==> src/sv/rfd_pkg.sv <==
// ----------------------------------------------------------------------------
// rfd_pkg
// shared types of the rpc frame deframer: register set and result item
// ----------------------------------------------------------------------------
`default_nettype none

package rfd_pkg;

  typedef struct packed {
    logic [7:0]  start_marker;
    logic [7:0]  end_marker;
    logic [15:0] max_frame_bytes;
    logic [7:0]  max_id_bytes;
    logic [9:0]  max_method_bytes;
    logic [9:0]  max_info_bytes;
  } cfg_t;

  typedef struct packed {
    logic [2:0]  kind;
    logic [7:0]  data;
    logic [31:0] word;
    logic [1:0]  reason;
    logic        last;
  } res_t;

endpackage

`default_nettype wire

==> src/sv/rfd_parser.sv <==
// ----------------------------------------------------------------------------
// rfd_parser
// per-byte phase machine: hunts the start marker, gathers length words,
// streams field bytes and the error code, checks lengths and the end marker
// ----------------------------------------------------------------------------
`default_nettype none

module rfd_parser import rfd_pkg::*; #(
  parameter int unsigned LenBits = 16
) (
  input  wire logic       clk_i,
  input  wire logic       rst_ni,
  input  wire cfg_t       cfg_i,
  input  wire logic       byte_valid_i,
  input  wire logic [7:0] byte_i,
  output logic            res_valid_o,
  output res_t            res_o
);

  localparam int unsigned CntW = (LenBits < 16) ? LenBits : 16;

  localparam logic [2:0] KindId      = 3'd0;
  localparam logic [2:0] KindMethod  = 3'd1;
  localparam logic [2:0] KindInfo    = 3'd2;
  localparam logic [2:0] KindPayload = 3'd3;
  localparam logic [2:0] KindErrCode = 3'd4;
  localparam logic [2:0] KindAccept  = 3'd5;
  localparam logic [2:0] KindReject  = 3'd6;

  localparam logic [1:0] ReasonLength = 2'd1;
  localparam logic [1:0] ReasonField  = 2'd2;
  localparam logic [1:0] ReasonEnd    = 2'd3;

  localparam logic [31:0] FrameOverhead   = 32'd26;
  localparam logic [31:0] HeaderBytes     = 32'd5;
  localparam logic [31:0] TailAfterId     = 32'd17;
  localparam logic [31:0] TailAfterMethod = 32'd13;
  localparam logic [31:0] TailAfterInfo   = 32'd5;

  typedef enum logic [3:0] {
    PhHunt,
    PhTotal,
    PhIdLen,
    PhId,
    PhMethLen,
    PhMethod,
    PhErrCode,
    PhInfoLen,
    PhInfo,
    PhPayload,
    PhCsum,
    PhEnd,
    PhSkip
  } phase_e;

  phase_e            phase_q, phase_d;
  logic [31:0]       shift_q, shift_d;
  logic [1:0]        wcnt_q, wcnt_d;
  logic [CntW-1:0]   frame_left_q, frame_left_d;
  logic [CntW-1:0]   field_left_q, field_left_d;

  logic [31:0]       word_new;
  logic              word_done;
  logic [CntW-1:0]   frame_dec;
  logic [CntW-1:0]   field_dec;
  logic              total_bad;
  logic [CntW-1:0]   payload_len;
  logic              payload_some;

  function automatic logic len_ok(logic [31:0] len, logic [31:0] limit,
                                  logic [CntW-1:0] left, logic [31:0] tail);
    logic [31:0] left_w;
    left_w = 32'(left);
    return (len <= limit) && (left_w >= tail) && (len <= left_w - tail);
  endfunction

  assign word_new  = {shift_q[23:0], byte_i};
  assign word_done = (wcnt_q == 2'd3);
  assign frame_dec = (frame_left_q != '0) ? frame_left_q - CntW'(1) : frame_left_q;
  assign field_dec = (field_left_q != '0) ? field_left_q - CntW'(1) : field_left_q;
  assign total_bad = ((word_new >> LenBits) != 32'd0)
                   || (word_new > 32'(cfg_i.max_frame_bytes))
                   || (word_new < FrameOverhead);
  assign payload_some = (32'(frame_dec) > TailAfterInfo);
  assign payload_len  = frame_dec - CntW'(TailAfterInfo);

  always_comb begin
    phase_d      = phase_q;
    shift_d      = shift_q;
    wcnt_d       = wcnt_q;
    frame_left_d = frame_left_q;
    field_left_d = field_left_q;
    res_valid_o  = 1'b0;
    res_o        = '0;

    if (byte_valid_i) begin
      if (phase_q != PhHunt && phase_q != PhTotal) begin
        frame_left_d = frame_dec;
      end
      if (phase_q == PhTotal || phase_q == PhIdLen || phase_q == PhMethLen ||
          phase_q == PhErrCode || phase_q == PhInfoLen || phase_q == PhCsum) begin
        shift_d = word_new;
        wcnt_d  = wcnt_q + 2'd1;
      end

      case (phase_q)
        PhHunt: begin
          if (byte_i == cfg_i.start_marker) begin
            phase_d = PhTotal;
            shift_d = '0;
            wcnt_d  = '0;
          end
        end
        PhTotal: begin
          if (word_done) begin
            if (total_bad) begin
              phase_d       = PhHunt;
              res_valid_o   = 1'b1;
              res_o.kind    = KindReject;
              res_o.reason  = ReasonLength;
              res_o.last    = 1'b1;
            end else begin
              frame_left_d = CntW'(word_new - HeaderBytes);
              phase_d      = PhIdLen;
            end
          end
        end
        PhIdLen: begin
          if (word_done) begin
            if (!len_ok(word_new, 32'(cfg_i.max_id_bytes), frame_dec, TailAfterId)) begin
              phase_d = PhSkip;
            end else if (word_new != 32'd0) begin
              field_left_d = CntW'(word_new);
              phase_d      = PhId;
            end else begin
              phase_d = PhMethLen;
            end
          end
        end
        PhMethLen: begin
          if (word_done) begin
            if (!len_ok(word_new, 32'(cfg_i.max_method_bytes), frame_dec,
                        TailAfterMethod)) begin
              phase_d = PhSkip;
            end else if (word_new != 32'd0) begin
              field_left_d = CntW'(word_new);
              phase_d      = PhMethod;
            end else begin
              phase_d = PhErrCode;
            end
          end
        end
        PhErrCode: begin
          if (word_done) begin
            phase_d     = PhInfoLen;
            res_valid_o = 1'b1;
            res_o.kind  = KindErrCode;
            res_o.word  = word_new;
          end
        end
        PhInfoLen: begin
          if (word_done) begin
            if (!len_ok(word_new, 32'(cfg_i.max_info_bytes), frame_dec, TailAfterInfo)) begin
              phase_d = PhSkip;
            end else if (word_new != 32'd0) begin
              field_left_d = CntW'(word_new);
              phase_d      = PhInfo;
            end else if (payload_some) begin
              field_left_d = payload_len;
              phase_d      = PhPayload;
            end else begin
              phase_d = PhCsum;
            end
          end
        end
        PhId, PhMethod, PhInfo, PhPayload: begin
          field_left_d = field_dec;
          res_valid_o  = 1'b1;
          res_o.data   = byte_i;
          case (phase_q)
            PhId:     res_o.kind = KindId;
            PhMethod: res_o.kind = KindMethod;
            PhInfo:   res_o.kind = KindInfo;
            default:  res_o.kind = KindPayload;
          endcase
          if (field_dec == '0) begin
            case (phase_q)
              PhId:     phase_d = PhMethLen;
              PhMethod: phase_d = PhErrCode;
              PhInfo: begin
                if (payload_some) begin
                  field_left_d = payload_len;
                  phase_d      = PhPayload;
                end else begin
                  phase_d = PhCsum;
                end
              end
              default:  phase_d = PhCsum;
            endcase
          end
        end
        PhCsum: begin
          if (word_done) begin
            phase_d = PhEnd;
          end
        end
        PhEnd: begin
          phase_d     = PhHunt;
          res_valid_o = 1'b1;
          res_o.last  = 1'b1;
          if (byte_i == cfg_i.end_marker) begin
            res_o.kind = KindAccept;
          end else begin
            res_o.kind   = KindReject;
            res_o.reason = ReasonEnd;
          end
        end
        PhSkip: begin
          if (frame_dec == '0) begin
            phase_d      = PhHunt;
            res_valid_o  = 1'b1;
            res_o.kind   = KindReject;
            res_o.reason = ReasonField;
            res_o.last   = 1'b1;
          end
        end
        default: begin
          phase_d = PhHunt;
        end
      endcase
    end
  end

  always_ff @(posedge clk_i or negedge rst_ni) begin
    if (!rst_ni) begin
      phase_q      <= PhHunt;
      shift_q      <= '0;
      wcnt_q       <= '0;
      frame_left_q <= '0;
      field_left_q <= '0;
    end else begin
      phase_q      <= phase_d;
      shift_q      <= shift_d;
      wcnt_q       <= wcnt_d;
      frame_left_q <= frame_left_d;
      field_left_q <= field_left_d;
    end
  end

endmodule

`default_nettype wire

==> src/sv/rpc_frame_deframer.sv <==
// results: a result is registered in the output buffer before it is on the output ports
// throughput: one byte per cycle while the output buffer is not full, set by the single-pass phase machine
// a two-entry output buffer keeps bytes flowing while a result waits
// reset: hunting for the start marker, registers at their defaults,
// output buffer empty
// ----------------------------------------------------------------------------
// rpc_frame_deframer
// length-prefixed rpc frame parser with apb register port and output buffer
// ----------------------------------------------------------------------------
`default_nettype none

module rpc_frame_deframer import rfd_pkg::*; #(
  parameter int unsigned LenBits = 16
) (
  input  wire logic               clk_i,
  input  wire logic               rst_ni,
  input  wire logic               psel,
  input  wire logic               penable,
  input  wire logic               pwrite,
  input  wire logic [4:0]         paddr,
  input  wire logic [31:0]        pwdata,
  output logic [31:0]             prdata,
  output logic                    pready,
  input  wire logic               in_valid_i,
  output logic                    in_ready_o,
  input  wire logic [7:0]         rx_byte_i,
  output logic                    out_valid_o,
  input  wire logic               out_ready_i,
  output logic [2:0]              field_kind_o,
  output logic [7:0]              data_byte_o,
  output logic signed [31:0]      error_code_word_o,
  output logic [1:0]              reject_reason_o,
  output logic                    frame_last_o
);

  localparam logic [2:0] RegStartMarker = 3'd0;
  localparam logic [2:0] RegEndMarker   = 3'd1;
  localparam logic [2:0] RegMaxFrame    = 3'd2;
  localparam logic [2:0] RegMaxId       = 3'd3;
  localparam logic [2:0] RegMaxMethod   = 3'd4;
  localparam logic [2:0] RegMaxInfo     = 3'd5;

  cfg_t        cfg_q;
  logic [2:0]  reg_idx;
  logic        cfg_wr;

  logic        in_xfer;
  logic        res_valid;
  res_t        res;
  logic        push;
  logic        pop;
  logic [1:0]  ocnt_q, ocnt_d;
  res_t        head_q, head_d;
  res_t        slot_q, slot_d;

  // register port
  assign pready  = 1'b1;
  assign reg_idx = paddr[4:2];
  assign cfg_wr  = psel & penable & pwrite;

  always_ff @(posedge clk_i or negedge rst_ni) begin
    if (!rst_ni) begin
      cfg_q.start_marker     <= 8'd2;
      cfg_q.end_marker       <= 8'd3;
      cfg_q.max_frame_bytes  <= 16'd4096;
      cfg_q.max_id_bytes     <= 8'd32;
      cfg_q.max_method_bytes <= 10'd256;
      cfg_q.max_info_bytes   <= 10'd256;
    end else if (cfg_wr) begin
      case (reg_idx)
        RegStartMarker: cfg_q.start_marker     <= pwdata[7:0];
        RegEndMarker:   cfg_q.end_marker       <= pwdata[7:0];
        RegMaxFrame:    cfg_q.max_frame_bytes  <= pwdata[15:0];
        RegMaxId:       cfg_q.max_id_bytes     <= pwdata[7:0];
        RegMaxMethod:   cfg_q.max_method_bytes <= pwdata[9:0];
        RegMaxInfo:     cfg_q.max_info_bytes   <= pwdata[9:0];
        default: ;
      endcase
    end
  end

  always_comb begin
    case (reg_idx)
      RegStartMarker: prdata = 32'(cfg_q.start_marker);
      RegEndMarker:   prdata = 32'(cfg_q.end_marker);
      RegMaxFrame:    prdata = 32'(cfg_q.max_frame_bytes);
      RegMaxId:       prdata = 32'(cfg_q.max_id_bytes);
      RegMaxMethod:   prdata = 32'(cfg_q.max_method_bytes);
      RegMaxInfo:     prdata = 32'(cfg_q.max_info_bytes);
      default:        prdata = 32'd0;
    endcase
  end

  // parser
  assign in_ready_o = (ocnt_q != 2'd2);
  assign in_xfer    = in_valid_i & in_ready_o;

  rfd_parser #(
    .LenBits(LenBits)
  ) u_parser (
    .clk_i        (clk_i),
    .rst_ni       (rst_ni),
    .cfg_i        (cfg_q),
    .byte_valid_i (in_xfer),
    .byte_i       (rx_byte_i),
    .res_valid_o  (res_valid),
    .res_o        (res)
  );

  // two-entry output buffer
  assign push = in_xfer & res_valid;
  assign pop  = (ocnt_q != 2'd0) & out_ready_i;

  always_comb begin
    ocnt_d = ocnt_q;
    if (push && !pop) begin
      ocnt_d = ocnt_q + 2'd1;
    end else if (pop && !push) begin
      ocnt_d = ocnt_q - 2'd1;
    end

    head_d = head_q;
    if (ocnt_q == 2'd0 || pop) begin
      head_d = (ocnt_q == 2'd2) ? slot_q : res;
    end

    slot_d = slot_q;
    if (push && !pop && ocnt_q == 2'd1) begin
      slot_d = res;
    end
  end

  always_ff @(posedge clk_i or negedge rst_ni) begin
    if (!rst_ni) begin
      ocnt_q <= '0;
    end else begin
      ocnt_q <= ocnt_d;
    end
  end

  always_ff @(posedge clk_i) begin
    head_q <= head_d;
    slot_q <= slot_d;
  end

  assign out_valid_o       = (ocnt_q != 2'd0);
  assign field_kind_o      = head_q.kind;
  assign data_byte_o       = head_q.data;
  assign error_code_word_o = $signed(head_q.word);
  assign reject_reason_o   = head_q.reason;
  assign frame_last_o      = head_q.last;

endmodule

`default_nettype wire

==> config.mk <==
export PLATFORM = sky130hd
export DESIGN_NAME = rpc_frame_deframer
export DESIGN_NICKNAME = d
export VERILOG_FILES = /design/src/sv/rfd_pkg.sv /design/src/sv/rfd_parser.sv /design/src/sv/rpc_frame_deframer.sv
export SDC_FILE = /design/constraint.sdc
export NUM_CORES = 1
export LEC_CHECK = 0
export ABC_AREA = 1
export BUFFER_PORTS_ARGS = -buffer_cell sky130_fd_sc_hd__buf_2
export CORE_ASPECT_RATIO = 1.5
export CORE_MARGIN = 1
export CORE_UTILIZATION = 50
export DETAILED_ROUTE_END_ITERATION = 8
export PLACE_DENSITY = 0.71
export SYNTH_ARGS = -nofsm -noshare
export SYNTH_HDL_FRONTEND = slang
export SYNTH_SLANG_ARGS = --single-unit
==> constraint.sdc <==
create_clock -name clk_i -period 4.2 [get_ports clk_i]
set_input_delay 0.42 -clock clk_i [delete_from_list [all_inputs] [get_ports clk_i]]
set_output_delay 0.42 -clock clk_i [all_outputs]
set_load 0.01 [all_outputs]
==> results of run 1 <==
-- layout by cell type, fill, tap and decap left out, types with 13 or more instances in the layout --
cell	n
ha_1	128
nand2_2	35
conb_1	17
a21oi_1	116
nand2_4	15
nor2_2	22
buf_4	175
o22ai_1	13
nor2_1	162
o21ai_0	159
nor2_4	20
xnor2_1	15
nand3_1	87
nand3_4	14
xor2_1	41
dfrtp_1	115
a21o_1	24
ha_4	20
edfxtp_1	92
buf_2	96
nand2_1	471
o211ai_1	20
inv_1	219
nor3_1	42
clkbuf_16	26
nand4_1	54
-- metal layers --
| metal | wire [um] | GRT usage, % | vias to the layer above |
|---|---|---|---|
| li1 | - | - | 7475 |
| met1 | 19050 | 33.63 | 7445 |
| met2 | 27210 | 59.37 | 609 |
| met3 | 2648 | 3.567 | 237 |
| met4 | 5082 | 25.67 | 0 |
| met5 | 0 | 0 | - |
-- critical path, delay by kind of cell (launching register included) --
kind                       cells  cell delay (ps)
and+or+nand+nor               20             2270
DFF                            1              410
adders and majority gates      3              610
AOI/OAI and AO/OA              1              150
buffers and inverters          6              640
-- flip-flops by register name, indices dropped and copies added (netlist names) --
| signal | count |
|---|---|
| u_parser.shift_q | 24 |
| u_parser.field_left_q | 16 |
| cfg_q | 60 |
| u_parser.wcnt_q | 2 |
| reject_reason_o | 2 |
| data_byte_o | 8 |
| field_kind_o | 3 |
| u_parser.phase_q | 4 |
| ocnt_q | 2 |
| frame_last_o | 1 |
| slot_q | 46 |
| error_code_word_o | 32 |
| u_parser.frame_left_q | 16 |
-- stage by stage --
stage | setup WS (ps) | power, uW | instance area [sq um] | cells | hold slack [ps]
after floorplan | 10.08 | 7773 | 16020 | 2091 | 124.4
after global placement | 30.46 | 11100 | 17940 | 2682 | 465.4
after detailed placement | -46.41 | 11350 | 17940 | 2682 | 473.5
after CTS | 13.37 | 13450 | 18750 | 2727 | 74.43
after global routing | -178.8 | 15770 | 19830 | 2756 | 103.9
final | 32.08 | 14740 | 19830 | 2756 | 96.47
-- cell type report --
| class | count | area, sq um | share of cell area (%) |
|---|---|---|---|
| Timing Repair Buffer | 290 | 2118 | 10.68 |
| Multi-Input combinational cell | 1562 | 9679 | 48.81 |
| Clock buffer | 31 | 635.6 | 3.205 |
| Inverter | 241 | 924.6 | 4.663 |
| Tap cell | 405 | 506.7 | 2.555 |
| Sequential cell | 216 | 5877 | 29.64 |
| Clock inverter | 11 | 88.84 | 0.4480 |
-- power breakdown --
group	switching (uW)	leakage, uW	internal, uW
registers	496	0.00235	2830
clock network	917	0.000341	1080
logic	5500	0.00683	3920
total	6920	0.00952	7820
-- timing repair --
item	in CTS	in global routing
hold endpoints to repair	7	0
buffers inserted	1	25
hold buffers	1	0
pin swaps	9	71
resized for setup	17	161
gates cloned	1	4
setup endpoints to repair	17	20
-- final timing paths --
| path | from | end | slack (ps) | depth (start not counted) |
|---|---|---|---|---|
| worst max-delay path | u_parser.frame_left_q[0] | u_parser.field_left_q[5] | 30 | 30 |
| worst min-delay path | pwdata[6] | cfg_q[6] | 100 | 3 |
| worst max register to register | u_parser.frame_left_q[0] | u_parser.field_left_q[5] | 30 | 30 |
| worst min register to register | cfg_q[27] | cfg_q[27] | 490 | 2 |
| max in group asynchronous | rst_ni | ocnt_q[0] | 2780 | 3 |
| min in group asynchronous | rst_ni | u_parser.frame_left_q[7] | 500 | 2 |
-- cell families after synthesis --
group	after synthesis	synth area share, %
AOI/OAI and AO/OA	381	13.46
xor gates and xnor gates	59	3.239
adders and majority gates	148	11.61
buffers and inverters	315	7.999
DFF	216	36.82
other	2	0.04707
and+or+nand+nor	955	26.83
==> summary.md, run 1 <==
| Metric | Value |
|---|---|
| Peak VDD IR | 0.4629 mV |
| GP Congestion | 0.9896 |
| Fin Setup TNS | 0 ps |
| Seq/Total Area, Yosys | 36.82% |
| Clock transition at path regs | 60 ps |
| Initial DRC Count | 1174 |
| Startpoint Class | flop |
| Slew @ Worst Pin | 1123 ps |
| Area leader, netlist | dfrtp_1 |
| Total wire length | 54.00 mm |
| Drt pass-1 iters | 6 |
| WP data arrival | 4660 ps |
| Max incr delay on CP | 410 ps |
| Final Max Tran Viols | 0 |
| Crit path time final | 4168 ps |
| Die area | 32640 sq um |
| Max-cap violations | 0 |
| DRC viols | 0 |
| FP Rows | 79 |
| Slew HR | 25.16% |
| Setup CP Type | reg -> reg |
| Syn avg cell area | 7.686 sq um |
| Routed len/inst | 19.59 um |
| Status | finished, final reports clean |
| Synth Warn # | 0 |
| Antenna-violating nets left | 0 |
| Number of synthesized flops with an enable pin | 92 |
| Core area | 31240 sq um |
| Vias/cell | 5.721 |
| Fraction of registers with async set/reset | 57.41% |
| Worst setup EP type | flop |
| Die width | 147.9 um |
| Area delta synth->final | 24.29% |
| Largest net degree at the start of global routing | 64 |
| PortBufs | 97 |
| Post-synth top area share | 18.35% |
| Final hold viol count | 0 |
| Peak fanout along the critical path | 8 |
| Chip height | 220.8 um |
| Top cells by area, synth | dfrtp_1 18%, edfxtp_1 17%, nand2_1 12% |
| Fmax | 239.9 MHz |
| # clock sinks | 216 |
| Top FF cell, synth | dfrtp_1 |
| Antenna cells | 0 |
| Crit-path most repeated cell | nand2_2 |
| Vias in the first global route | 15278 |
| Worst-skew pair later-pin latency | 550 ps |
| Mapped Area | 15960 sq um |
| Overflow after GRT | 0 |
| Share of cells above drive strength 1 | 21.91% |
| Worst hold path type | in -> reg |
| RSZ-0062 raised after global routing | true |
| CTS buffer count | 23 |
| Fin crit share | 99.24% |
| Most frequent cell after synthesis | nand2_1 |
| Commonest cells post-synth | 504 x nand2_1, 227 x inv_1, 188 x nor2_1 |
| Final Core Density | 63.49% |
| Fill cells | 2766 |
| Vias | 15766 |
| CTS H-tree lvls | 1 |
| I/O Pins | 133 |
| Nets | 2534 |
| CTS Root Cell | clkbuf_16 |
| Dpl hpwl | 40.26 mm |
| Final setup viols | 0 |
| Seq cells post-synth | 216 |
| Post-Synthesis Cells | 2076 |
| Synth unique cells | 52 |
| Clk buf depth | 3 |
| Max Clock Skew | 7.796 ps |
| Antenna violations before repair | 0 |
| PD cells | 743.3 nW/um^2 |
| First-pass GRT wire length | 80.60 mm |
| Crit path required time | 4690 ps |
| Crit path max-delay cell type | dfrtp_1 |
| Leakage | 0.009517 uW |
| CTS tree | done |
| GRT Total Usage | 32.40% |
| Initial Utilization | 51.08% |
Power figures use the tool's default switching activity.
==> inputs of run 2 (changes only) <==
CORE_ASPECT_RATIO = unset   (was 1.5)
==> run 2 against run 1 <==
Critical path depth is 1 higher. Sequential cell count stayed put. Final cell count is 0.87% lower. Critical path type unchanged. Global-route usage is 1.3 points lower. Total power is 4.3% lower. Combinational power is 8.4% lower. Largest cell class unchanged. Critical endpoint is now u_parser.field_left_q[4]. Core utilization is 2.1 points lower. Largest power group unchanged.
==> summary.md, run 2 (synthesized netlist as in run 1, its figures left out) <==
| Metric | Value |
|---|---|
| Die area | 32630 sq um |
| Crit path max-delay cell type | dfrtp_1 |
| CTS buffer count | 25 |
| Post-DP Area | 17840 sq um |
| Share of cells above drive strength 1 | 20.00% |
| Max Clock Skew | 16.61 ps |
| Peak fanout along the critical path | 8 |
| Placement Setup Slack | -228.7 ps |
| Slew HR | 26.31% |
| Inst Count DP | 2669 |
| Max incr delay on CP | 410 ps |
| Max-cap violations | 0 |
| Largest net degree at the start of global routing | 75 |
| Drt pass-1 iters | 5 |
| PortBufs | 97 |
| CP Depth | 31 |
| Clock transition at path regs | 70 ps |
| Fin Setup TNS | 0 ps |
| Final WS setup | 13.94 ps |
| Worst-skew pair later-pin latency | 540 ps |
| Setup CP Type | reg -> reg |
| # clock sinks | 216 |
| Vias | 15472 |
| Total wire length | 51.75 mm |
| Kind of cell adding the most delay to the critical path | simple AND/OR/NAND/NOR gates |
| Reg2Reg Depth | 31 |
| Leakage | 0.009328 uW |
| PD cells | 730.7 nW/um^2 |
| Top reg by flops | cfg_q |
| CTS H-tree lvls | 1 |
| Status | finished, final reports clean |
| Vias/cell | 5.663 |
| I/O Pins | 133 |
| Final Core Density | 61.35% |
| Finished Layout Cells | 2732 |
| Final hold viol count | 0 |
| GP Congestion | 0.9856 |
| Crit path time final | 4186 ps |
| Initial Utilization | 50.69% |
| Buf/Inv on CP | 8 |
| Worst hold path type | in -> async |
| GRT Total Usage | 31.13% |
| Hold-fix buffers, CTS | 0 |
| Overflow after GRT | 0 |
| Routed len/inst | 18.94 um |
| Clk buf depth | 3 |
| Crit-path most repeated cell | nand2_1 |
| Finished Cell Area | 19310 sq um |
| Crit path required time | 4670 ps |
| Final setup viols | 0 |
| Vias in the first global route | 14645 |
| Dpl hpwl | 38.25 mm |
| Antenna cells | 0 |
| Antenna-violating nets left | 0 |
| FP Rows | 65 |
| Antenna violations before repair | 0 |
| Fmax | 238.9 MHz |
| Die width | 180.6 um |
| Startpoint Class | flop |
| RSZ-0062 raised after global routing | true |
| Initial DRC Count | 1230 |
| Nets | 2512 |
| CTS tree | done |
| First-pass GRT wire length | 79.24 mm |
| WP data arrival | 4650 ps |
| Most common cell after layout, fill and taps aside | nand2_1 |
| Core area | 31470 sq um |
| Area delta synth->final | 21.02% |
| Worst setup EP type | flop |
| DRC viols | 0 |
| Largest register FFs | 60 |
| CTS Root Cell | clkbuf_16 |
| Final Max Tran Viols | 0 |
| Fin crit share | 99.67% |
| Chip height | 180.6 um |
| Slew @ Worst Pin | 1105 ps |
| Peak VDD IR | 0.4276 mV |
| Most frequent cells in the layout | 476 x nand2_1, 219 x inv_1, 166 x nor2_1, 161 x o21ai_0, 158 x buf_4 |
[run 2: cell count changes in the layout (fill, tap and decap cells not counted), sizes merged]
cell         change
clkbuf           +3
clkinvlp         -2
inv              -2
bufinv           +3
dlygate4sd3      -1
clkinv           -2
nand3            +1
buf             -21
[run 2: worst reg2reg max path: cells and delay by family (launching register included)]
kind,cells,cell delay [ps]
compound gates,3,450
xor+xnor,2,360
fa+ha+maj,2,440
buf+inv,8,790
flops,1,410
simple gates,16,1660
[run 2: path summary, 6_finish.rpt]
kind / startpoint / endpoint / slack (ps)
max: u_parser.frame_left_q[0] / u_parser.field_left_q[4] / 10
min: rst_ni / u_parser.field_left_q[8] / 70
max reg2reg: u_parser.frame_left_q[0] / u_parser.field_left_q[4] / 10
min reg2reg: cfg_q[30] / cfg_q[30] / 480
max in group asynchronous: rst_ni / cfg_q[44] / 3180
min in group clk_i: pwdata[6] / cfg_q[6] / 120
[run 2: per-layer routing]
metal	GRT usage (%)	up-vias	wire length [um]
met2	53.24	648	24490
met3	3.961	159	3557
met4	16.68	0	3098
li1	-	7423	-
met1	38.21	7242	20600
met5	0	-	0
[run 2: cell type report]
cell class	count	area [sq um]
Fill cell	2882	12160
Multi-Input combinational cell	1563	9329
Sequential cell	216	5876
Timing Repair Buffer	265	1826
Inverter	241	932.1
Clock buffer	37	721.9
Tap cell	402	503.0
Clock inverter	8	122.6
[run 2: stage by stage]
stage          hold slack [ps]  total power [uW]
6_report                 65.50             14110
5_1_grt                  125.1             15110
4_1_cts                  101.2             13550
3_5_place_dp             473.7             11120
3_3_place_gp             467.0             10900
2_1_floorplan            124.4              7773
[run 2: power breakdown]
part	internal [uW]	switching, uW	leakage [uW]
registers	2830	367	0.00235
logic	3520	5110	0.00658
clock network	1370	908	0.000404
[run 2: repair_timing]
item,in CTS,in global routing
pin swaps,16,53
buffers inserted,3,12
gates resized for setup,26,102
endpoints found under the setup margin,20,20
cloned,1,2
